--- config.mk ---
export PLATFORM = sky130hd
export DESIGN_NAME = soft_timer_slot_bank
export DESIGN_NICKNAME = d
export VERILOG_FILES = /design/src/hw/rtl/stsb_pkg.sv /design/src/hw/rtl/stsb_slot_unit.sv /design/src/hw/rtl/soft_timer_slot_bank.sv
export SDC_FILE = /design/constraint.sdc
export NUM_CORES = 1
export LEC_CHECK = 0
export BUFFER_PORTS_ARGS = -buffer_cell sky130_fd_sc_hd__buf_2
export CAP_MARGIN = 20
export CORE_MARGIN = 2
export CORE_UTILIZATION = 59
export CTS_BUF_LIST = sky130_fd_sc_hd__clkbuf_8
export CTS_CLUSTER_DIAMETER = 120
export DETAILED_ROUTE_END_ITERATION = 12
export PLACE_DENSITY = 0.75
export SLEW_MARGIN = 40
export SYNTH_ARGS = -nofsm -noshare
export SYNTH_HDL_FRONTEND = slang
export SYNTH_SLANG_ARGS = --single-unit
export TNS_END_PERCENT = 10
--- constraint.sdc ---
create_clock -name clk_i -period 6.15 [get_ports clk_i]
set_clock_uncertainty 0.2 [all_clocks]
set_input_delay 0.3075 -clock clk_i [delete_from_list [all_inputs] [get_ports clk_i]]
set_output_delay 0.3075 -clock clk_i [all_outputs]
set_load 0.01 [all_outputs]
--- src/hw/rtl/stsb_pkg.sv ---
package stsb_pkg;

  // number of timer slots
  localparam int unsigned NumSlots = 8;
  // slot index width (at least one bit)
  localparam int unsigned IdxW = (NumSlots > 1) ? $clog2(NumSlots) : 1;

  // field widths fixed by the item format
  localparam int unsigned ModeW    = 2;
  localparam int unsigned CountW   = 32;
  localparam int unsigned TagW     = 8;
  localparam int unsigned SlotNumW = 3;
  localparam int unsigned KindW    = 2;

  // input item modes
  localparam logic [ModeW-1:0] ModeStart   = 2'd0;
  localparam logic [ModeW-1:0] ModeStop    = 2'd1;
  localparam logic [ModeW-1:0] ModeTick    = 2'd2;
  localparam logic [ModeW-1:0] ModeService = 2'd3;

  // result kinds
  localparam logic [KindW-1:0] KindOk   = 2'd0;
  localparam logic [KindW-1:0] KindFail = 2'd1;
  localparam logic [KindW-1:0] KindFire = 2'd2;

  // contents of one timer slot
  typedef struct packed {
    logic [TagW-1:0]   tag;
    logic              rpt;
    logic [CountW-1:0] count;
    logic [CountW-1:0] reload;
  } slot_t;

  // verdict of the shared slot unit for the slot under visit
  typedef struct packed {
    logic  we;
    logic  hit;
    slot_t nxt;
  } slot_op_t;

endpackage

--- src/hw/rtl/stsb_slot_unit.sv ---
// shared per-slot unit: free test and claim, decrement, expiry test, and reload or release
module stsb_slot_unit (
  input  logic [stsb_pkg::ModeW-1:0]  mode_i,
  input  stsb_pkg::slot_t             slot_i,
  input  logic [stsb_pkg::CountW-1:0] period_ms_i,
  input  logic [stsb_pkg::TagW-1:0]   handler_tag_i,
  input  logic                        repeat_req_i,
  output stsb_pkg::slot_op_t          op_o
);

  logic busy;
  logic at_zero;

  assign busy    = (slot_i.tag != '0);
  assign at_zero = (slot_i.count == '0);

  always_comb begin
    op_o.we  = 1'b0;
    op_o.hit = 1'b0;
    op_o.nxt = slot_i;
    case (mode_i)
      stsb_pkg::ModeStart: begin
        // claim if free
        op_o.hit        = !busy;
        op_o.we         = !busy;
        op_o.nxt.tag    = handler_tag_i;
        op_o.nxt.rpt    = repeat_req_i;
        op_o.nxt.count  = period_ms_i;
        op_o.nxt.reload = period_ms_i;
      end
      stsb_pkg::ModeTick: begin
        op_o.we        = busy && !at_zero;
        op_o.nxt.count = slot_i.count - stsb_pkg::CountW'(1);
      end
      stsb_pkg::ModeService: begin
        op_o.hit = busy && at_zero;
        op_o.we  = busy && at_zero;
        if (slot_i.rpt) begin
          op_o.nxt.count = slot_i.reload;
        end else begin
          op_o.nxt.tag = '0;
        end
      end
      default: begin
        op_o.we  = 1'b0;
        op_o.hit = 1'b0;
      end
    endcase
  end

endmodule

--- src/hw/rtl/soft_timer_slot_bank.sv ---
// bank of software timer slots, each with a countdown, a reload period, a
// handler tag (nonzero means busy) and a repeat flag. a transaction is taken
// when start_i is high and busy_o is low. a stop frees its slot at once and
// leaves busy_o low. start, tick and service walk the slots one per cycle
// through a single shared slot unit: a start visits the slots up to the first
// free one, a tick visits every slot, and a service visits every slot and
// then passes through a flush state that delivers the final fire result.
// results come out as one-cycle strobes on valid_o; there is no back
// pressure, so the receiver must take every result in the cycle it shows.
// a start always gives one result with last_o set; a service gives one
// fire result per expired slot in ascending slot order, the final one with
// last_o set, or nothing when no slot has expired; stop and tick give none.
module soft_timer_slot_bank (
  input  logic                          clk_i,
  input  logic                          rst_ni,
  input  logic                          start_i,
  output logic                          busy_o,
  input  logic [stsb_pkg::ModeW-1:0]    mode_i,
  input  logic [stsb_pkg::CountW-1:0]   period_ms_i,
  input  logic [stsb_pkg::TagW-1:0]     handler_tag_i,
  input  logic                          repeat_req_i,
  input  logic [2:0]                    slot_select_i,
  output logic                          valid_o,
  output logic [stsb_pkg::KindW-1:0]    kind_o,
  output logic [stsb_pkg::SlotNumW-1:0] slot_number_o,
  output logic [stsb_pkg::TagW-1:0]     fired_tag_o,
  output logic                          last_o
);

  // sequencer states
  localparam logic [1:0] SIdle  = 2'd0;
  localparam logic [1:0] SWalk  = 2'd1;
  localparam logic [1:0] SFlush = 2'd2;

  localparam int unsigned IdxW = stsb_pkg::IdxW;

  logic [1:0] state_q, state_d;
  logic [IdxW-1:0] cnt_q, cnt_d;
  logic last_slot;
  logic accept;

  // latched transaction
  logic [stsb_pkg::ModeW-1:0]  mode_q;
  logic [stsb_pkg::CountW-1:0] period_q;
  logic [stsb_pkg::TagW-1:0]   tag_in_q;
  logic                        rpt_in_q;

  // slot store, split so that only the busy marks and repeat flags carry a reset
  logic [stsb_pkg::TagW-1:0]   slot_tag_q    [stsb_pkg::NumSlots];
  logic                        slot_rpt_q    [stsb_pkg::NumSlots];
  logic [stsb_pkg::CountW-1:0] slot_count_q  [stsb_pkg::NumSlots];
  logic [stsb_pkg::CountW-1:0] slot_reload_q [stsb_pkg::NumSlots];

  stsb_pkg::slot_t    rd_slot;
  stsb_pkg::slot_op_t slot_op;
  logic               slot_we;
  logic               stop_clr;
  logic [IdxW-1:0]    stop_idx;

  // one fire result held back until we know whether another one follows
  logic                          pend_vld_q, pend_vld_d;
  logic [stsb_pkg::SlotNumW-1:0] pend_slot_q, pend_slot_d;
  logic [stsb_pkg::TagW-1:0]     pend_tag_q, pend_tag_d;

  // result register
  logic                          res_vld_q, res_vld_d;
  logic [stsb_pkg::KindW-1:0]    res_kind_q, res_kind_d;
  logic [stsb_pkg::SlotNumW-1:0] res_slot_q, res_slot_d;
  logic [stsb_pkg::TagW-1:0]     res_tag_q, res_tag_d;
  logic                          res_last_q, res_last_d;

  assign busy_o    = (state_q != SIdle);
  assign accept    = start_i && !busy_o;
  assign last_slot = (cnt_q == IdxW'(stsb_pkg::NumSlots - 1));

  // slot under visit
  assign rd_slot.tag    = slot_tag_q[cnt_q];
  assign rd_slot.rpt    = slot_rpt_q[cnt_q];
  assign rd_slot.count  = slot_count_q[cnt_q];
  assign rd_slot.reload = slot_reload_q[cnt_q];

  stsb_slot_unit u_slot_unit (
    .mode_i        (mode_q),
    .slot_i        (rd_slot),
    .period_ms_i   (period_q),
    .handler_tag_i (tag_in_q),
    .repeat_req_i  (rpt_in_q),
    .op_o          (slot_op)
  );

  assign slot_we = (state_q == SWalk) && slot_op.we;

  // stop of an out-of-range slot is dropped
  assign stop_idx = IdxW'(slot_select_i);
  assign stop_clr = accept && (mode_i == stsb_pkg::ModeStop) &&
                    (32'(slot_select_i) < 32'(stsb_pkg::NumSlots));

  // sequencer
  always_comb begin
    state_d     = state_q;
    cnt_d       = cnt_q;
    pend_vld_d  = pend_vld_q;
    pend_slot_d = pend_slot_q;
    pend_tag_d  = pend_tag_q;
    res_vld_d   = 1'b0;
    res_kind_d  = res_kind_q;
    res_slot_d  = res_slot_q;
    res_tag_d   = res_tag_q;
    res_last_d  = res_last_q;
    case (state_q)
      SIdle: begin
        if (accept && (mode_i != stsb_pkg::ModeStop)) begin
          state_d    = SWalk;
          cnt_d      = '0;
          pend_vld_d = 1'b0;
        end
      end
      SWalk: begin
        cnt_d = cnt_q + IdxW'(1);
        case (mode_q)
          stsb_pkg::ModeStart: begin
            if (slot_op.hit) begin
              // lowest free slot claimed
              res_vld_d  = 1'b1;
              res_kind_d = stsb_pkg::KindOk;
              res_slot_d = stsb_pkg::SlotNumW'(cnt_q);
              res_tag_d  = '0;
              res_last_d = 1'b1;
              state_d    = SIdle;
            end else if (last_slot) begin
              // every slot busy
              res_vld_d  = 1'b1;
              res_kind_d = stsb_pkg::KindFail;
              res_slot_d = '0;
              res_tag_d  = '0;
              res_last_d = 1'b1;
              state_d    = SIdle;
            end
          end
          stsb_pkg::ModeTick: begin
            if (last_slot) begin
              state_d = SIdle;
            end
          end
          default: begin
            // service pass: a new fire releases the held one as not-last
            if (slot_op.hit) begin
              if (pend_vld_q) begin
                res_vld_d  = 1'b1;
                res_kind_d = stsb_pkg::KindFire;
                res_slot_d = pend_slot_q;
                res_tag_d  = pend_tag_q;
                res_last_d = 1'b0;
              end
              pend_vld_d  = 1'b1;
              pend_slot_d = stsb_pkg::SlotNumW'(cnt_q);
              pend_tag_d  = rd_slot.tag;
            end
            if (last_slot) begin
              state_d = SFlush;
            end
          end
        endcase
      end
      SFlush: begin
        // held fire is the final one of the pass
        if (pend_vld_q) begin
          res_vld_d  = 1'b1;
          res_kind_d = stsb_pkg::KindFire;
          res_slot_d = pend_slot_q;
          res_tag_d  = pend_tag_q;
          res_last_d = 1'b1;
        end
        pend_vld_d = 1'b0;
        state_d    = SIdle;
      end
      default: begin
        state_d = SIdle;
      end
    endcase
  end

  // control state
  always_ff @(posedge clk_i or negedge rst_ni) begin
    if (!rst_ni) begin
      state_q    <= SIdle;
      cnt_q      <= '0;
      pend_vld_q <= 1'b0;
      res_vld_q  <= 1'b0;
    end else begin
      state_q    <= state_d;
      cnt_q      <= cnt_d;
      pend_vld_q <= pend_vld_d;
      res_vld_q  <= res_vld_d;
    end
  end

  // payload registers
  always_ff @(posedge clk_i) begin
    pend_slot_q <= pend_slot_d;
    pend_tag_q  <= pend_tag_d;
    res_kind_q  <= res_kind_d;
    res_slot_q  <= res_slot_d;
    res_tag_q   <= res_tag_d;
    res_last_q  <= res_last_d;
    if (accept) begin
      mode_q   <= mode_i;
      period_q <= period_ms_i;
      tag_in_q <= handler_tag_i;
      rpt_in_q <= repeat_req_i;
    end
  end

  // busy marks and repeat flags: all slots free after reset
  always_ff @(posedge clk_i or negedge rst_ni) begin
    if (!rst_ni) begin
      for (int i = 0; i < stsb_pkg::NumSlots; i++) begin
        slot_tag_q[i] <= '0;
        slot_rpt_q[i] <= 1'b0;
      end
    end else begin
      if (slot_we) begin
        slot_tag_q[cnt_q] <= slot_op.nxt.tag;
        slot_rpt_q[cnt_q] <= slot_op.nxt.rpt;
      end
      if (stop_clr) begin
        slot_tag_q[stop_idx] <= '0;
      end
    end
  end

  // counts only matter while a slot is busy, so they need no reset
  always_ff @(posedge clk_i) begin
    if (slot_we) begin
      slot_count_q[cnt_q]  <= slot_op.nxt.count;
      slot_reload_q[cnt_q] <= slot_op.nxt.reload;
    end
  end

  assign valid_o       = res_vld_q;
  assign kind_o        = res_kind_q;
  assign slot_number_o = res_slot_q;
  assign fired_tag_o   = res_tag_q;
  assign last_o        = res_last_q;

`ifndef SYNTHESIS
  // anything but a stop makes the block busy after it is taken
  a_walk_after_accept: assert property (@(posedge clk_i) disable iff (!rst_ni)
    (accept && (mode_i != stsb_pkg::ModeStop)) |=> busy_o)
    else $error("walk did not start after transaction");

  // start results are single and always final
  a_start_last: assert property (@(posedge clk_i) disable iff (!rst_ni)
    (valid_o && (kind_o != stsb_pkg::KindFire)) |-> last_o)
    else $error("start result without last");

  // a failed start reports slot zero and no tag
  a_fail_zero: assert property (@(posedge clk_i) disable iff (!rst_ni)
    (valid_o && (kind_o == stsb_pkg::KindFail)) |->
      ((slot_number_o == '0) && (fired_tag_o == '0)))
    else $error("failed start with nonzero payload");

  // only busy slots fire
  a_fire_tag: assert property (@(posedge clk_i) disable iff (!rst_ni)
    (valid_o && (kind_o == stsb_pkg::KindFire)) |-> (fired_tag_o != '0))
    else $error("fire result with zero tag");

  // no held fire result survives the end of a pass
  a_pend_idle: assert property (@(posedge clk_i) disable iff (!rst_ni)
    (state_q == SIdle) |-> !pend_vld_q)
    else $error("held fire result while idle");
`endif

endmodule
# Word-level counts from Yosys, hierarchy flattened
# Memory sizes are Yosys's and may differ from the RTL's.
# Cells that the tools add are included.
[totals]
regBits = 147
ramBits = 512
word_cells = 154
memories = 2
out_inout_bits = 16
[memory_table]
columns = ["name", "depth", "width", "read_ports", "rd_ports_with_merged_regs", "wr", "line", "rtl"]
rows = [
  ["slot_count_q", 8, 32, 1, 0, 1, "soft_timer_slot_bank.sv:51", "logic [stsb_pkg::CountW-1:0] slot_count_q [stsb_pkg::NumSlots];"],
  ["slot_reload_q", 8, 32, 1, 0, 1, "soft_timer_slot_bank.sv:52", "logic [stsb_pkg::CountW-1:0] slot_reload_q [stsb_pkg::NumSlots];"],
]
[classes]
n_eq_ne = 16
n_mux = 69
reduce_logical = 26
n_bitwise = 5
magnitude_cmp = 4
add_sub_neg = 2
[ops]
columns = ["op", "n"]
rows = [
  ["64-bit 2-to-1 mux", 2],
  ["32-bit case mux with 3 select lines", 1],
  ["8-bit 2-to-1 mux", 9],
  ["64-bit AND", 1],
  ["64-bit bitwise mux", 1],
  ["32-bit 2-to-1 mux", 2],
  ["64-bit NOT", 1],
  ["8-bit demux with 3-bit select", 2],
  ["8-bit case mux with 2 select lines", 3],
  ["32-bit logical NOT", 1],
  ["32-bit by 1-bit subtractor with 32-bit output (second input constant)", 1],
  ["8-bit binary-select mux with 3-bit select", 1],
  ["1-bit 2-to-1 mux", 18],
  ["3-bit case mux with 2 select lines", 3],
  ["2-bit 2-to-1 mux", 8],
  ["2-bit case mux with 2 select lines", 4],
  ["3-bit 2-to-1 mux", 5],
  ["2-bit inequality test (second input constant)", 5],
  ["1-bit case mux with 2 select lines", 5],
  ["8-bit bitwise mux", 1],
  ["4-bit greater-or-equal comparator (second input constant)", 2],
  ["1-bit logical AND", 8],
  ["4-bit by 1-bit less-than comparator with 1-bit output (second input constant)", 2],
  ["3-bit NOT with 4-bit output", 2],
  ["other kinds (22)", 34],
]

# Longest topological paths before layout
# Gate-level depths: netlist (run 1).
[depth]
ltp_word = 11
depth_mapped = 16

# By module
# Synthesis (run 1) repeated with hierarchy kept, for this count alone.
[unflattened]
cells_unflattened = 1537
hier_area_um2 = 27674.0
[by_module_without_submodules]
columns = ["mod", "n_inst", "area_per_inst_um2", "seq_area_each_um2", "cells_each"]
rows = [
  ["soft_timer_slot_bank", 1, 25494.5, 19393.6, 1191],
  ["stsb_slot_unit", 1, 2179.6, 0.0, 346],
]

# Least setup slack after synthesis (run 1)
# OpenSTA, ideal clock, no wires.
[synth_timing]
path_type = "register to register"
startpoint = "reg cnt_q[2]"
endpoint = "reg slot_tag_q[50] in the netlist's numbering"
arrival_ps = 5463
synth_period_minus_slack_ps = 5736
required_ps = 5878
n_path_buf = 5
slack_ps = 414
stages_incl_launch_ff = 17
cell_sequence = "dfrtp_1 > buf_2 > buf_2 > buf_2 > buf_1 > mux2_2 > a22oi_1 > o22ai_1 > nor2_1 > ha_1 > inv_1 > a211oi_1 > nand4_1 > o31a_1 > buf_6 > nor3_4 > o221a_2"
[synth_between]
elab_chain_len = 11
word_cells_on_any_way = 27
[synth_lines]
columns = ["item", "line", "rtl"]
rows = [
  ["start, declared", "soft_timer_slot_bank.sv:38", "logic [IdxW-1:0] cnt_q, cnt_d;"],
  ["start signal, assigned", "soft_timer_slot_bank.sv:192", "cnt_q <= cnt_d;"],
  ["3-bit NOT with 4-bit output (not written as such)", "soft_timer_slot_bank.sv:77, soft_timer_slot_bank.sv:78, soft_timer_slot_bank.sv:223", ""],
  ["8-bit binary-select mux with 3-bit select", "soft_timer_slot_bank.sv:77", "assign rd_slot.tag = slot_tag_q[cnt_q];"],
  ["8-bit 2-to-1 mux (not written as such) (2 in a row)", "soft_timer_slot_bank.sv:77", ""],
  ["8-bit nonzero test", "stsb_slot_unit.sv:14", "assign busy = (slot_i.tag != '0);"],
  ["1-bit logical AND (tied with other cells)", "stsb_slot_unit.sv:37", "op_o.we = busy && at_zero;"],
  ["1-bit case mux with 3 select lines", "stsb_slot_unit.sv:21", "case (mode_i)"],
  ["1-bit logical AND", "soft_timer_slot_bank.sv:91", "assign slot_we = (state_q == SWalk) && slot_op.we;"],
  ["64-bit 2-to-1 mux (*)", "soft_timer_slot_bank.sv:222", "if (slot_we) begin"],
  ["64-bit AND (no source line)", "--", ""],
  ["64-bit 2-to-1 mux (*)", "soft_timer_slot_bank.sv:226", "if (stop_clr) begin"],
  ["end signal, assigned by index", "soft_timer_slot_bank.sv:223", "slot_tag_q[cnt_q] <= slot_op.nxt.tag;"],
  ["end, declared", "soft_timer_slot_bank.sv:49", "logic [stsb_pkg::TagW-1:0] slot_tag_q [stsb_pkg::NumSlots];"],
]
# Mark *: on every way between the ends. The rest lies on a longest branch, timed or not. The select of a mux whose other input is x is not followed.
# A chain may end at the register's enable or synchronous reset.

# Worst setup path in the final report (run 1)
[layout_timing]
startpoint = "reg cnt_q[0]"
endpoint = "mem slot_reload_q[1][21] in the netlist's numbering (enable)"
[layout_between]
elab_chain_len = 10
word_cells_on_any_way = 15
[layout_lines]
columns = ["item", "line", "rtl"]
rows = [
  ["3-bit NOT with 4-bit output (not written as such)", "soft_timer_slot_bank.sv:77", ""],
  ["8-bit binary-select mux with 3-bit select", "soft_timer_slot_bank.sv:77", ""],
  ["8-bit 2-to-1 mux (not written as such) (2 in a row)", "soft_timer_slot_bank.sv:77", ""],
  ["8-bit nonzero test", "stsb_slot_unit.sv:14", ""],
  ["1-bit logical AND (tied with other cells)", "stsb_slot_unit.sv:37", ""],
  ["1-bit case mux with 3 select lines", "stsb_slot_unit.sv:21", ""],
  ["1-bit logical AND", "soft_timer_slot_bank.sv:91", ""],
  ["1-bit 2-to-1 mux", "soft_timer_slot_bank.sv:234", "if (slot_we) begin"],
  ["1-bit 2-to-1 mux (not written as such)", "soft_timer_slot_bank.sv:236", "slot_reload_q[cnt_q] <= slot_op.nxt.reload;"],
  ["end, declared", "soft_timer_slot_bank.sv:52", ""],
]
# Several ways; a longest one is shown, not always the timed one. The select of a mux whose other input is x is not followed.

==> key figures, run 1 <==
Status
  – Status: completed

Global routing
  – GRT Util Overall: 29.1%
  – Total gr overflow: 0
  – Vias in the first global route: 17000
  – First-pass GRT wire length: 104000 µm
  – Largest net degree at the start of global routing: 80
  – Antenna violations before repair: 0

Logic synthesis
  – Synth async-reset ratio: 12.0%
  – Post-synthesis cell type count: 74
  – FF+latch count, synth: 659
  – Seq/Total Area, Yosys: 70.0%
  – Post-synth EDFFs: 580
  – Synthesized cell area: 0.0277 mm²
  – Syn_area_per_cell: 16.8 µm²
  – Top_reg_cell synth: edfxtp_1
  – Syn Nets: 1711
  – Yosys warns: 0
  – Cell count after synthesis: 1650

Clock network
  – Max H-tree Level: 3
  – Clk_lat worst skew: 0.69 ns
  – Max Buffers Root-to-Sink: 3
  – Setup bufs post-CTS: 0
  – CTS Buf Count: 101
  – Clock transition at path regs: 0.07 ns
  – CTS root buf: clkbuf_8
  – # clock sinks: 659
  – CTS tree: built

Setup path
  – Crit-path slowest cell: dfrtp_4
  – Crit start category: register
  – Worst Path Max Fanout: 63
  – CP Data Required Time: 6.25 ns
  – WP buf/inv: 2
  – Crit path kind: register to register
  – Critical path data arrival time: 5.19 ns
  – Sequence of cells on the critical path: buf_12 -> mux4_2 -> or3_1 -> a211oi_1 -> a41oi_1 -> o31a_1 -> nor3_4 -> buf_4
  – CP top delay family: compound AO/OA/AOI/OAI gates
  – Crit path capture type: register
  – CP max stage delay: 0.69 ns

Finish
  – Layout cells sized above 1: 25.3%
  – Final net count: 1874
  – Area added between synthesis and finish: 12.5%
  – Post-Layout Cell Count: 2495
  – # diodes: 0

Placed design
  – RePlAce Congestion: 0.836
  – # placed instances: 2271
  – I/O Buffers: 64
  – HPWL after detailed placement: 39600 µm

Worst hold path
  – Hold Path Class: primary input to asynchronous set/reset pin

Detailed routing
  – First-pass detailed-route iteration total: 8
  – Post-route ant nets: 0
  – Via/cell ratio: 6.81
  – # DRC: 0
  – Top sig layer: met4
  – Wirelength, routed: 69200 µm
  – Met2 WL post-DR: 33000 µm
  – First DRT Iteration DRCs: 2257
  – Vias: 17000
  – Met3 wire length: 6830 µm
  – Wire per inst: 27.7 µm
  – Wire length on met1: 27200 µm

Timing
  – Fmax achieved: 197 MHz
  – Relative slew slack: 42.3%
  – Sum Neg Setup Slack: 0 ns
  – Pin slew with the least headroom to its limit: 0.865 ns
  – Setup-failing EPs final: 0
  – RSZ-0062 raised after global routing: false
  – Final worst path period share: 82.7%
  – Max Slew Vio Count: 0
  – Final Hold Viols: 0
  – Crit path time final: 5.09 ns

Job
  – Max-Cap Viols: 0

Die
  – Die outline height: 221 µm
  – Core area: 0.0465 mm²
  – Horiz. Die Dim: 221 µm
  – Row count: 79
  – Top-level I/O count: 65
  – Initial Util: 59.7%
  – Area of the die: 0.0487 mm²

Pwr
  – Power density cells: 463 mW/mm²
  – Static Leak: 10.7 nW
  – Worst VDD drop: 276 µV
[cell families after synthesis]
logic type | after synthesis | share of synthesized area, %
compound gates | 369 | 10.8
fa+ha+maj | 12 | 0.542
buf+inv | 117 | 1.84
flops | 659 | 70.0
mux | 203 | 11.0
simple gates | 290 | 5.93
[sequential cells by signal, indices dropped and copies added, names as in the netlist, 2 cells and up]
name and count:
kind_o 2, cnt_q 3, slot_tag_q 64, fired_tag_o 8
slot_rpt_q 8, pend_tag_q 8, tag_in_q 8, period_q 32
slot_reload_q 256, mode_q 2, state_q 2, slot_number_o 3
slot_count_q 256, pend_slot_q 3
[worst paths after layout]
path	depth (start not counted)	end	start	slack (ns)
setup / recovery	8	slot_reload_q[1][21]	cnt_q[0]	1.06
hold reg to reg	1	slot_rpt_q[7]	slot_rpt_q[7]	0.31
max in group asynchronous	2	cnt_q[0]	rst_ni	5.17
setup reg to reg	8	slot_reload_q[1][21]	cnt_q[0]	1.06
hold / removal	2	slot_tag_q[43]	rst_ni	0.008
min in group clk_i	3	slot_tag_q[10]	slot_select_i[1]	0.09
[timing repair]
action | CTS | global route
gates resized for setup | 0 | 0
hold endpoints to repair | 123 | 0
hold buffers | 45 | 0
[placed cells by master (no fill, tap or decap), types with 45 or more instances in the layout]
master	count
mux4_2	71
a22oi_1	108
nand2_1	75
clkbuf_8	108
buf_2	64
mux2i_1	62
dfrtp_1	76
mux2_2	62
nor2_1	58
dlygate4sd3_1	45
edfxtp_1	580
o221a_2	55
[metal layers]
metal,vias to the layer above,global-route usage [%]
met3,158,6.14
li1,7188,-
met5,-,0
met2,1031,46.2
met1,8614,39.7
met4,0,11.8
[cell type report]
class | instances | area (µm²)
clock buffer | 108 | 1490
clock inverter | 70 | 349
fill | 3090 | 15300
inverter | 19 | 73.8
multi-input combinational | 874 | 7870
sequential | 659 | 19400
tap | 607 | 759
timing repair buffer | 158 | 1240
[synthesized netlist by cell type (10+ instances only)]
cell / instances / share of area (%)
dfrtp_1: 79 / 7.1
a22o_1: 18 / 0.57
nor2_1: 60 / 0.81
o221a_2: 55 / 2.2
a22oi_1: 108 / 2.9
nor3_1: 10 / 0.18
nand3_1: 26 / 0.47
o221ai_1: 19 / 0.60
mux2i_1: 62 / 2.2
nor2b_1: 16 / 0.36
nand4_1: 21 / 0.47
inv_1: 17 / 0.23
mux4_2: 71 / 5.8
clkbuf_1: 54 / 0.73
nand2_1: 75 / 1.0
a221oi_1: 21 / 0.66
ha_1: 12 / 0.54
a21oi_1: 34 / 0.61
buf_1: 20 / 0.27
o22ai_1: 11 / 0.25
edfxtp_1: 580 / 63
mux2_2: 62 / 2.5
o221a_1: 10 / 0.41
o21ai_0: 26 / 0.47
buf_2: 17 / 0.31
a221o_1: 10 / 0.36
[through the flow]
stage / instance area (µm²) / setup slack [ns] / util (%) / hold slack, ns / power, W
global placement: 28900 / 1.12 / 62.2 / 0.284 / 0.0109
CTS: 31200 / 1.05 / 67.1 / 0.0324 / 0.0144
detailed placement: 28900 / 1.09 / 62.2 / 0.197 / 0.0110
global route: 31200 / 0.784 / 67.1 / 0.0989 / 0.0150
finish: 31200 / 1.06 / 67.1 / 0.00821 / 0.0144
floorplan: 27700 / 0.414 / - / -0.188 / 0.00958
[power breakdown]
part           internal (W)  switching [W]
combinational       0.00171        0.00308
clock               0.00170        0.00164
sequential          0.00606       0.000257
Note: power is estimated with default switching activity, not from simulation.
==> inputs of run 2 (changes only) <==
--- a/config.mk
+++ b/config.mk
@@ -8,11 +8,11 @@
 export BUFFER_PORTS_ARGS = -buffer_cell sky130_fd_sc_hd__buf_2
 export CAP_MARGIN = 20
 export CORE_MARGIN = 2
-export CORE_UTILIZATION = 59
+export CORE_UTILIZATION = 65
 export CTS_BUF_LIST = sky130_fd_sc_hd__clkbuf_8
 export CTS_CLUSTER_DIAMETER = 120
 export DETAILED_ROUTE_END_ITERATION = 12
-export PLACE_DENSITY = 0.75
+export PLACE_DENSITY = 0.78
 export SLEW_MARGIN = 40
 export SYNTH_ARGS = -nofsm -noshare
 export SYNTH_HDL_FRONTEND = slang
==> constraint.sdc (replaced) <==
create_clock -name clk_i -period 5.1 [get_ports clk_i]
set_clock_uncertainty 0.2 [all_clocks]
set_input_delay 0.255 -clock clk_i [delete_from_list [all_inputs] [get_ports clk_i]]
set_output_delay 0.255 -clock clk_i [all_outputs]
set_load 0.01 [all_outputs]
==> run 2 against run 1 <==
Wire length is 4.1% higher. Non-clock buffer count increased by 43. Fmax grew 7.9%. Sequential share of layout area down 0.72 points. Global-route usage rose by 4.3 points. Sequential power rose by 21%. Worst setup slack got worse by 0.68 ns. Sequential cell count did not move. Via count increased by 2.9%. Utilization is 7.9 points higher. Critical path type unchanged.
==> key figures, run 2 (same netlist as run 1, synthesis figures left out) <==
Placed design
  – Setup WS pre-CTS: 0.478 ns (-0.609 ns)
  – RePlAce Congestion: 0.940 (+12%)
  – I/O Buffers: 64 (unchanged)
  – Dpl cell area: 0.0292 mm² (+0.97%)
  – HPWL after detailed placement: 42500 µm (+7.2%)

Detailed routing
  – Wire per inst: 29.3 µm (+5.5%)
  – # DRC: 0 (unchanged)
  – Post-route ant nets: 0 (unchanged)
  – First-pass detailed-route iteration total: 6 (-2)
  – Vias: 17500 (+2.9%)
  – Via/cell ratio: 7.10 (+4.3%)
  – First DRT Iteration DRCs: 2226 (-1.4%)
  – Wirelength, routed: 72000 µm (+4.1%)

Global routing
  – First-pass GRT wire length: 109000 µm (+4.7%)
  – Largest net degree at the start of global routing: 73 (-8.8%)
  – GRT Util Overall: 33.3% (+4.3 points)
  – Antenna violations before repair: 0 (unchanged)
  – Vias in the first global route: 18000 (+6.2%)
  – Met3 GRT Util: 8.42% (+2.3 points)
  – M2 GR Usage: 51.2% (+5.0 points)
  – Grt met1 use: 45.5% (+5.8 points)
  – Total gr overflow: 0 (unchanged)
  – Busiest grt layer: met2

Die
  – Core area: 0.0420 mm² (-9.5%)
  – Horiz. Die Dim: 211 µm (-4.6%)
  – Top-level I/O count: 65 (unchanged)
  – Initial Util: 65.9% (+6.3 points)
  – Die outline height: 211 µm (-4.6%)
  – Area of the die: 0.0443 mm² (-9.1%)
  – Row count: 75 (-5.1%)

Timing
  – Final Hold Viols: 0 (unchanged)
  – RSZ-0062 raised after global routing: false
  – Fmax achieved: 212 MHz (+7.9%)
  – Max Slew Vio Count: 0 (unchanged)
  – Crit path time final: 4.71 ns (-0.374 ns)
  – Final worst path period share: 92.4% (+9.7 points)
  – Setup-failing EPs final: 0 (unchanged)
  – Relative slew slack: 42.4% (+0.082 points)
  – Pin slew with the least headroom to its limit: 0.863 ns (-0.00216 ns)
  – Final worst setup slack: 0.388 ns (-0.676 ns)
  – Worst hold slack: 0.0704 ns (+0.0622 ns)

Finish
  – Layout cells sized above 1: 26.9% (+1.6 points)
  – Finished Core Util: 75.1% (+7.9 points)
  – # diodes: 0 (unchanged)
  – Commonest non-fill, non-tap cell in the layout: edfxtp_1
  – Most frequent cells in the layout: 580 x edfxtp_1, 108 x a22oi_1, 105 x clkbuf_8
  – Filler cells: 2452 (-21%)
  – Leading registers by flop count: slot_count_q: 256 flops, slot_reload_q: 256 flops, slot_tag_q: 64 flops
  – Area added between synthesis and finish: 13.8%
  – Final net count: 1914 (+2.1%)
  – Final instance area: 0.0316 mm² (+1.2%)

Setup path
  – CP Data Required Time: 5.21 ns (-1.04 ns)
  – WP buf/inv: 2 (unchanged)
  – Critical path origin: cnt_q[0]
  – Crit start category: register
  – RR Startpoint: cnt_q[0]
  – CP top delay family: compound AO/OA/AOI/OAI gates
  – Critical path data arrival time: 4.82 ns (-0.37 ns)
  – Crit path kind: register to register
  – Sequence of cells on the critical path: buf_12 -> mux4_2 -> or3_1 -> a211oi_1 -> a41oi_1 -> o31a_1 -> nor3_4 -> buf_4
  – Crit-path slowest cell: dfrtp_4
  – CP max stage delay: 0.80 ns (+0.11 ns)
  – Worst Path Max Fanout: 31 (-51%)
  – Crit path capture type: register

Worst hold path
  – Hold Path Class: primary input to register
  – Worst Min Path Start: handler_tag_i[3]

Job
  – Max-Cap Viols: 0 (unchanged)

Clock network
  – Clk_lat worst skew: 0.70 ns (about the same)
  – Clock transition at path regs: 0.06 ns (about the same)
  – CTS tree: built
  – Cts hold-fix bufs: 52 (+16%)
  – Post-CTS sizing: 0 (unchanged)
  – Max H-tree Level: 3 (unchanged)
  – CTS Buf Count: 98 (-3.0%)
  – # clock sinks: 659 (unchanged)
  – Max Buffers Root-to-Sink: 3 (unchanged)
  – Setup bufs post-CTS: 0 (unchanged)
  – CTS root buf: clkbuf_8

Pwr
  – Worst VDD drop: 369 µV (+34%)
  – Static Leak: 10.9 nW (+2.3%)
  – Overall power: 0.0179 W (+24%)
  – Power density cells: 566 mW/mm² (+22%)

Status
  – Status: completed
==> run 2: cell types whose count changed in the layout (fill, tap and decap cells not counted), sizes merged <==
| cell | previous run | this run |
|---|---|---|
| buf | 113 | 150 |
| clkinvlp | 3 | 4 |
| bufinv | 2 | 4 |
| inv | 45 | 50 |
| clkinv | 39 | 26 |
| dlygate4sd3 | 45 | 51 |
| clkbuf | 108 | 105 |
==> run 2: per-stage QoR <==
stage	cells	TNS, ns
2_1_floorplan	1650	-1.67
3_3_place_gp	2239	0
3_5_place_dp	2240	0
4_1_cts	2462	0
5_1_grt	2462	0
6_report	2462	0
==> run 2: metal layers <==
layer,vias up,share of wire [%]
met1,8706,37
met4,0,4.4
li1,7259,-
met2,1276,46
met5,-,0
met3,242,12
==> run 2: worst register-to-register path, delay by kind of cell, from the launching register on <==
kind	cells	cell delay, ns
simple gates	2	0.75
buf+inv	2	0.80
flops	1	0.80
compound gates	3	1.21
mux	1	0.54
==> run 2: final timing paths <==
kind / end / slack, ns / depth (start not counted)
worst max-delay path: slot_count_q[3][10] / 0.39 / 8
worst min-delay path: tag_in_q[3] / 0.07 / 2
worst max register to register: slot_count_q[3][10] / 0.39 / 8
worst min register to register: slot_rpt_q[4] / 0.31 / 1
max in group asynchronous: cnt_q[0] / 3.77 / 4
min in group asynchronous: slot_rpt_q[6] / 0.34 / 3
==> run 2: power by group <==
| part | leakage, nW | internal, W | switching [W] | total (W) |
|---|---|---|---|---|
| registers | 6.31 | 0.00730 | 0.000362 | 0.00766 |
| logic | 3.55 | 0.00227 | 0.00384 | 0.00611 |
| clock network | 1.05 | 0.00210 | 0.00198 | 0.00408 |
==> run 2: layout make-up <==
type,count,area [µm²],area share [%]
sequential,659,19400,61.5
multi-input combinational,874,7900,25.0
timing repair buffer,201,1670,5.29
clock buffer,105,1450,4.58
tap,539,674,2.14
clock inverter,65,394,1.25
inverter,19,71.3,0.226
